**src/rtl/core/aoet_pkg.sv**
```systemverilog
// ----------------------------------------------------------------------------
// aoet_pkg: shared types and constants for the box collision query unit
// function codes, register indexes and per-axis flag bundle
// ----------------------------------------------------------------------------
package aoet_pkg;

  localparam int COORD_WIDTH_DEF = 32;
  localparam int DIST_W          = 64;
  localparam int FUNC_W          = 3;
  localparam int CFG_INDEX_W     = 3;

  typedef enum logic [FUNC_W-1:0] {
    FN_SPHERE_OVERLAP  = 3'd0,
    FN_BOX_OVERLAP     = 3'd1,
    FN_ENCLOSES_SPHERE = 3'd2,
    FN_ENCLOSES_BOX    = 3'd3,
    FN_INSIDE_SPHERE   = 3'd4,
    FN_INSIDE_BOX      = 3'd5,
    FN_DISTANCE        = 3'd6
  } func_t;

  typedef enum logic [CFG_INDEX_W-1:0] {
    REG_CENTER_X = 3'd0,
    REG_CENTER_Y = 3'd1,
    REG_CENTER_Z = 3'd2,
    REG_HALF_X   = 3'd3,
    REG_HALF_Y   = 3'd4,
    REG_HALF_Z   = 3'd5
  } cfg_reg_t;

  typedef struct packed {
    logic overlap;
    logic encl_sphere;
    logic encl_box;
    logic inside_sphere;
    logic inside_box;
  } axis_flags_t;

endpackage

```
**src/rtl/core/aoet_eval.sv**
```systemverilog
// ----------------------------------------------------------------------------
// aoet_eval: result evaluation
// sums the axis gaps, saturates the distance and selects the test outcome
// ----------------------------------------------------------------------------
module aoet_eval import aoet_pkg::*; #(
  parameter int COORD_WIDTH = COORD_WIDTH_DEF,
  localparam int PW    = 2 * (COORD_WIDTH + 1),
  localparam int SUM_W = PW + 2,
  localparam int EXT_W = (SUM_W > DIST_W) ? SUM_W : DIST_W + 1,
  localparam int RW    = 2 * (COORD_WIDTH - 1)
) (
  input  logic [PW-1:0]          gap_sq_x,
  input  logic [PW-1:0]          gap_sq_y,
  input  logic [PW-1:0]          gap_sq_z,
  input  axis_flags_t            flags_x,
  input  axis_flags_t            flags_y,
  input  axis_flags_t            flags_z,
  input  logic [COORD_WIDTH-2:0] radius,
  input  logic [FUNC_W-1:0]      func,
  output logic                   test_true,
  output logic [DIST_W-1:0]      squared_distance,
  output logic                   distance_saturated
);

  logic [SUM_W-1:0] dist_sum;
  logic [EXT_W-1:0] dist_ext;
  logic [RW-1:0]    r_ext;
  logic [RW-1:0]    r_sq;
  axis_flags_t      all_axes;

  assign dist_sum = SUM_W'(gap_sq_x) + SUM_W'(gap_sq_y) + SUM_W'(gap_sq_z);
  assign dist_ext = EXT_W'(dist_sum);

  assign r_ext = RW'(radius);
  assign r_sq  = r_ext * r_ext;

  assign all_axes = flags_x & flags_y & flags_z;

  // clip at the top of the output range
  assign distance_saturated = |dist_ext[EXT_W-1:DIST_W];
  assign squared_distance   = distance_saturated ? '1 : dist_ext[DIST_W-1:0];

  always_comb begin
    unique case (func_t'(func))
      FN_SPHERE_OVERLAP:  test_true = (dist_ext <= EXT_W'(r_sq));
      FN_BOX_OVERLAP:     test_true = all_axes.overlap;
      FN_ENCLOSES_SPHERE: test_true = all_axes.encl_sphere;
      FN_ENCLOSES_BOX:    test_true = all_axes.encl_box;
      FN_INSIDE_SPHERE:   test_true = all_axes.inside_sphere;
      FN_INSIDE_BOX:      test_true = all_axes.inside_box;
      FN_DISTANCE:        test_true = 1'b0;
      default:            test_true = 1'b0;
    endcase
  end

endmodule

```
**config.mk**
```make
export PLATFORM = sky130hd
export DESIGN_NAME = aoet_eval
export DESIGN_NICKNAME = d
export VERILOG_FILES = /design/src/rtl/core/aoet_pkg.sv /design/src/rtl/core/aoet_eval.sv
export SDC_FILE = /design/constraint.sdc
export NUM_CORES = 2
export LEC_CHECK = 0
export ABC_CLOCK_PERIOD_IN_PS = 10300
export BUFFER_PORTS_ARGS = -buffer_cell sky130_fd_sc_hd__buf_2
export CORE_UTILIZATION = 64
export DETAILED_ROUTE_END_ITERATION = 8
export PLACE_DENSITY = 0.85
export SLEW_MARGIN = 10
export SYNTH_ARGS = -nofsm -noshare
export SYNTH_HDL_FRONTEND = slang
export SYNTH_SLANG_ARGS = --single-unit
```
**constraint.sdc**
```tcl
create_clock -name vclk -period 10.3
set_input_delay 0 -clock vclk [all_inputs]
set_output_delay 0 -clock vclk [all_outputs]
set_load 0.01 [all_outputs]
```
==> run metrics <==
Initial Util 65.1%; post-route ant nets 0; worst path required time 10.30 ns; WL/cell slightly above 20 um; kind of end point of the critical path output pin; largest net degree at the start of global routing 38; core area 52,800 um2; Critical Path Fanout Max 18; die width 234 um; Setup Total Neg Slack 0 ns; initial antenna violation count 1; Slew HR about 40%; Setup-failing EPs final 0; Total Routed Length 98,500 um; drc violations 16; CP max stage cell fa_1; io pins 313; outcome complete, but fails checks; Worst Setup Start Kind input port; GR Util All Layers a little under two fifths; min cycle time layout 9.90 ns; Crit path buffers/inverters 8; Mapped Area 34,400 um2; Seq Cell Count 0; clock buf count 0; routed vias/inst 5.84; slowest stage delay, CP ~0.57 ns; fmax 101 MHz; critical path's most frequent cell fa_1; die area 54,600 um2; Final period util 96.1%; Layout area overhead 7.19%; delay-heaviest family, CP adder cells; Synth Net Count 5,299; routability-driven placement congestion ratio 1.04; critical path class in -> out; register area 0 um2; Buffers on Ports 313; DR iter-0 viols 2,361; DPL Wire Length 86,300 um; hold-fix buffer count after cts 0; Final Non-Filler Cells 4,779; Nets 5,541; placed cells 4,775; Worst-Margin Slew about 0.9 ns; fin. max-slew vios 0; sequential area share after synthesis 0%; vias in the first global route 30,200; Max Cap Viol 0; drt first pass iters 9; Syn. warnings 0; GRT overflow 0; share of layout cells above drive strength 1 between 10% and 20%; Distinct cells, synth 84; syn_area_per_cell 8.92 um2; Vias 27,900; global-route wire length before repair 159,000 um; die height about 230 um; Worst EP arrival 9.90 ns; violated checks design-rule violations; Gate Count Post-Synth 3,850; Final Hold Viols 0; row count 84; worst min path class in -> out
[cell type report]
cell class / count / area (um2)
Tap cell: 688 / 861
Fill cell: 3970 / 15900
Timing Repair Buffer: 374 / 2070
Antenna cell: 1 / 2.50
Multi-Input combinational cell: 2717 / 30100
Inverter: 999 / 3750
[Yosys cell counts (all sizes together), types with 20 or more instances]
cell type	number	share of area, %
inv	996	11
fa	819	48
ha	383	14
nand2	354	3.9
and2	191	3.5
a21oi	152	2.2
clkbuf	122	1.3
a21o	116	2.5
nor2	97	1.1
o21ai	84	1.3
xnor2	75	1.9
or3	66	1.2
xor2	54	1.4
nand4	44	0.84
nand3	42	0.63
nor2b	26	0.47
and3	20	0.38
[placed cells by master, fill, tap and decap left out, types with 19 or more instances in the layout]
master	instances
nand3_1	41
buf_4	60
buf_2	303
o21ai_0	72
a21o_1	116
xor2_1	53
and3_1	19
o21bai_1	19
a21oi_1	150
inv_1	996
xnor2_1	75
and2_1	191
or3_1	66
ha_1	382
nand4_1	43
nor2b_1	26
nand2_1	354
fa_1	819
nor2_1	92
[repair_timing]
item / 4_1_cts / 5_1_grt
setup buffers: 0 / 3
setup endpoints to repair: 0 / 1
resized for setup: 0 / 27
[final timing paths]
check | startpoint | to | slack, ns | depth (start not counted)
hold / removal | func[1] | test_true | 0.57 | 5
setup / recovery | radius[19] | test_true | 0.40 | 38
[kinds of logic (layout without fill, tap and decap cells)]
| logic type | after synthesis | in the layout | synth area share [%] |
|---|---|---|---|
| adder cells (fa/ha/maj) | 1202 | 1202 | 61.7 |
| buffers and inverters | 1133 | 1373 | 12.5 |
| AND/OR/NAND/NOR | 898 | 898 | 13.2 |
| AO/OA/AOI/OAI | 484 | 484 | 9.27 |
| XOR/XNOR | 129 | 129 | 3.31 |
| multiplexers | 4 | 4 | 0.120 |
| other | 0 | 1 | 0 |
[per-layer routing]
metal  track usage, %  up-vias  routed length, um
li1                 -    12300                  -
met4             15.6        2               5040
met5                0        -                 13
met3             7.76      350               9560
met2             61.8     1599              46600
met1             49.4    13700              37300
[per-stage QoR]
stage	utilization, %	setup slack (ns)	hold WS (ns)	instance area, um2
CTS	69.6	0.178	0.570	36700
global placement	69.6	0.431	0.556	36700
detailed placement	69.6	0.185	0.567	36700
global route	69.8	-0.0369	0.594	36800
floorplan	-	1.39	0.168	34400
finish	69.8	0.399	0.567	36800
