### config.mk
export PLATFORM = sky130hd
export DESIGN_NAME = aoet_axis
export DESIGN_NICKNAME = d
export VERILOG_FILES = /design/src/rtl/core/aoet_pkg.sv /design/src/rtl/core/aoet_axis.sv
export SDC_FILE = /design/constraint.sdc
export NUM_CORES = 2
export LEC_CHECK = 0
export ABC_AREA = 1
export BUFFER_PORTS_ARGS = -buffer_cell sky130_fd_sc_hd__buf_4
export CORE_UTILIZATION = 62
export DETAILED_ROUTE_END_ITERATION = 7
export GPL_TIMING_DRIVEN = 0
export PLACE_DENSITY = 0.83
export SYNTH_ARGS = -nofsm -noshare
export SYNTH_HDL_FRONTEND = slang
export SYNTH_SLANG_ARGS = --single-unit
export TNS_END_PERCENT = 10
### constraint.sdc
create_clock -name vclk -period 15.65
set_clock_uncertainty 0.2 [all_clocks]
set_input_delay 0 -clock vclk [all_inputs]
set_output_delay 0 -clock vclk [all_outputs]
set_load 0.02 [all_outputs]
### src/rtl/core/aoet_pkg.sv
// ----------------------------------------------------------------------------
// aoet_pkg: shared types and constants for the box collision query unit
// function codes, register indexes and per-axis flag bundle
// ----------------------------------------------------------------------------
package aoet_pkg;

  localparam int COORD_WIDTH_DEF = 32;
  localparam int DIST_W          = 64;
  localparam int FUNC_W          = 3;
  localparam int CFG_INDEX_W     = 3;

  typedef enum logic [FUNC_W-1:0] {
    FN_SPHERE_OVERLAP  = 3'd0,
    FN_BOX_OVERLAP     = 3'd1,
    FN_ENCLOSES_SPHERE = 3'd2,
    FN_ENCLOSES_BOX    = 3'd3,
    FN_INSIDE_SPHERE   = 3'd4,
    FN_INSIDE_BOX      = 3'd5,
    FN_DISTANCE        = 3'd6
  } func_t;

  typedef enum logic [CFG_INDEX_W-1:0] {
    REG_CENTER_X = 3'd0,
    REG_CENTER_Y = 3'd1,
    REG_CENTER_Z = 3'd2,
    REG_HALF_X   = 3'd3,
    REG_HALF_Y   = 3'd4,
    REG_HALF_Z   = 3'd5
  } cfg_reg_t;

  typedef struct packed {
    logic overlap;
    logic encl_sphere;
    logic encl_box;
    logic inside_sphere;
    logic inside_box;
  } axis_flags_t;

endpackage

### src/rtl/core/aoet_axis.sv
// ----------------------------------------------------------------------------
// aoet_axis: one axis of the box query
// squared gap to the box slab and the per-axis overlap and enclosure flags
// ----------------------------------------------------------------------------
module aoet_axis import aoet_pkg::*; #(
  parameter int COORD_WIDTH = COORD_WIDTH_DEF,
  localparam int SW = COORD_WIDTH + 2,
  localparam int EW = COORD_WIDTH + 1,
  localparam int PW = 2 * EW
) (
  input  logic signed [COORD_WIDTH-1:0] box_center,
  input  logic [COORD_WIDTH-2:0]        box_half,
  input  logic signed [COORD_WIDTH-1:0] other_center,
  input  logic [COORD_WIDTH-2:0]        other_extent,
  input  logic [COORD_WIDTH-2:0]        radius,
  output logic [PW-1:0]                 gap_sq,
  output axis_flags_t                   flags
);

  logic signed [SW-1:0] c, h, oc, oe, r;
  logic signed [SW-1:0] lo, hi, gap_s, d, d_abs, reach;
  logic [PW-1:0]        gap;

  // everything widened to hold a centre plus or minus a half extent
  assign c  = SW'(box_center);
  assign h  = SW'(box_half);
  assign oc = SW'(other_center);
  assign oe = SW'(other_extent);
  assign r  = SW'(radius);

  assign lo = c - h;
  assign hi = c + h;

  always_comb begin
    if (oc < lo) begin
      gap_s = lo - oc;
    end else if (oc > hi) begin
      gap_s = oc - hi;
    end else begin
      gap_s = '0;
    end
  end

  assign gap    = PW'(gap_s[EW-1:0]);
  assign gap_sq = gap * gap;

  assign d     = c - oc;
  assign d_abs = (d < 0) ? -d : d;
  assign reach = h + oe;

  assign flags.overlap       = (d_abs <= reach);
  assign flags.encl_sphere   = !((oc - r < lo) || (oc + r > hi));
  assign flags.encl_box      = !((oc - oe < lo) || (oc + oe > hi));
  assign flags.inside_sphere = !((oc - r > lo) || (oc + r < hi));
  assign flags.inside_box    = !((oc - oe > lo) || (oc + oe < hi));

endmodule

==> impl_metrics.py <==
metrics = {
    "sta": {
        "finalHoldViolCount": 0,
        "drv_slew": 0,
        "worst_slew_pin_slew_ps": 1090,
        "maxSlewHeadroom_pct": 26.83,
        "fin_crit_ps": 15360,
        "setup_viol": 0,
        "hold_ws_ps": 753.7,
        "min_period_over_period_pct": 98.14,
        "max_freq_ghz": 0.06511,
    },
    "flow_run": {
        "drv_cap": 0,
    },
    "drt": {
        "avgRoutedWirePerCell_um": 22.67,
        "antenna_left": 0,
        "drc": 0,
        "wirelength_um": 185800,
        "num_vias": 48240,
        "dr.pass1.iters": 6,
        "vias_per_cell": 5.884,
        "drt-initial-drc-count": 5013,
    },
    "placed_design": {
        "dp_hpwl_um": 165500,
        "place.gp.congestion": 1.071,
        "port_buffers": 227,
    },
    "logic_synthesis": {
        "synth_area_leaders": "fa_1 (34%), ha_1 (18%), inv_1 (12%), nand2_1 (7.4%), xor2_1 (5.0%)",
        "yosysWarnings": 0,
        "yosysMostFrequentCell": "inv_1",
        "synth_top_area_share_pct": 33.86,
        "yosysSeqAreaShare_pct": 0,
        "synth_common_cells": "inv_1 (1,659), nand2_1 (1,019), fa_1 (871)",
        "synthCells": 6897,
        "yosys.area.top_type": "fa_1",
        "syn_area_um2": 51500,
        "synth_cell_types": 65,
        "avgSynthCellArea_um2": 7.467,
        "synth_nets": 8661,
    },
    "floorplan": {
        "dieArea_um2": 84220,
        "rows": 105,
        "start_util_pct": 62.72,
        "fp.dieW_um": 290.2,
        "die_h_um": 290.2,
        "design.core.area_um2": 82110,
        "pin_count": 228,
    },
    "setup_path": {
        "crit_start": "box_center[0]",
        "crit_required_ps": 15450,
        "arrival_ps": 15160,
        "crit_end": "gap_sq[62]",
        "cp-end-kind": "primary output",
        "path_max_fanout": 10,
        "crit_slowest_cell": "o22ai_1",
        "worstSetupPathType": "input pin to primary output",
        "start_kind": "input pin",
        "worst_path_largest_cell_delay_ps": 690,
    },
    "global_route": {
        "grt_first_pass_wirelength_um": 279000,
        "grt_max_degree": 13,
        "grt_overflow": 0,
        "grt_pass1_vias": 49130,
        "grt_usage_pct": 43.97,
        "antenna_found_initial": 5,
    },
    "cells_and_area": {
        "drive_above_1_share_pct": 7.509,
        "multiInputGateArea_um2": 44190,
        "seq_area_um2": 0,
        "area_growth_pct": 6.078,
        "nClkBuffers": 0,
        "nFillCells": 7227,
        "flops_and_latches": 0,
        "fin_nets": 8891,
    },
    "min_path": {
        "hp-class": "input pin to primary output",
        "holdPathStages": 8,
    },
    "status": {
        "status": "finished clean",
    },
}
[critical path: cells and delay by family]
family | cells | cell delay, ps
adder cells (fa/ha/maj) | 12 | 5230
AO/OA/AOI/OAI | 15 | 4600
AND/OR/NAND/NOR | 18 | 2900
buffers and inverters | 14 | 1790
XOR/XNOR | 2 | 620
[area by class of cell]
class | count | share of cell area (%)
buffer | 160 | 1.576
timing repair buffer | 228 | 3.133
inverter | 1735 | 11.95
multi-input combinational | 5002 | 80.88
antenna | 3 | 0.01374
tap | 1070 | 2.450
[repair_timing]
| item | CTS | global route |
|---|---|---|
| hold buffers | 0 | 0 |
| buffers inserted | 0 | 0 |
| gates resized for setup | 5 | 21 |
| endpoints found under the hold margin | 0 | 0 |
| setup endpoints to repair | 5 | 28 |
[how the worst min path moves through the flow]
stage	slack, ps	end	from
5_1_grt	810	flags[4]	box_half[30]
3_3_place_gp	720	flags[4]	box_half[30]
6_report	750	flags[4]	box_center[28]
4_1_cts	710	flags[4]	box_half[30]
3_5_place_dp	710	flags[4]	box_half[30]
2_1_floorplan	350	flags[3]	other_center[31]
[metal layers]
metal	vias up	GRT usage (%)	routed length [µm]	share of wire, %
met5	-	0	94	0.051
met4	6	22.00	11710	6.3
met3	608	11.55	22830	12
met2	2802	68.26	79600	43
met1	23180	56.79	71590	39
li1	21640	-	-	-
[layout by cell type (no fill, tap or decap), types with 17 or more instances in the layout]
cell	Yosys	final
nor3_1	51	50
a21o_1	22	22
a21oi_1	489	487
nand2_1	1019	1019
o31ai_1	21	20
fa_1	871	871
nor2_1	614	614
nand3_1	171	171
nor4_1	24	24
o21ai_0	199	195
clkbuf_1	54	50
inv_2	72	72
a31oi_1	56	56
xnor2_1	77	77
nor2_4	17	17
ha_1	736	736
o21bai_1	30	29
nand4_1	57	57
a21boi_0	31	30
o21a_1	25	25
buf_4	17	245
inv_1	1659	1658
nor2_2	41	41
xor2_1	295	294
o21ai_1	14	17
buf_2	75	73
[cells by family (layout without fill, tap and decap cells)]
kind of cell,after synthesis,count (layout),synth area share (%)
fa+ha+maj,1607,1607,51.74
xor+xnor,372,372,6.326
mux,3,3,0.05831
buf+inv,1895,2123,14.32
simple gates,2045,2045,16.63
other cells,1,4,0.007281
compound gates,974,974,10.92
[metrics by stage]
stage / util, % / setup TNS [ps] / setup WS (ps) / cell area (µm²) / cells
after floorplan: - / 0 / 4334 / 51500 / 6897
after global placement: 66.43 / -389.8 / -237.9 / 54550 / 8194
after detailed placement: 66.44 / -965.5 / -350.0 / 54550 / 8195
after CTS: 66.46 / -25.29 / -25.29 / 54570 / 8195
after global routing: 66.53 / -43.81 / -33.43 / 54630 / 8197
final: 66.54 / 0 / 291.1 / 54630 / 8198
Power is not shown: default switching activity piles up to over one toggle a cycle in this logic, so the estimate is an artifact.
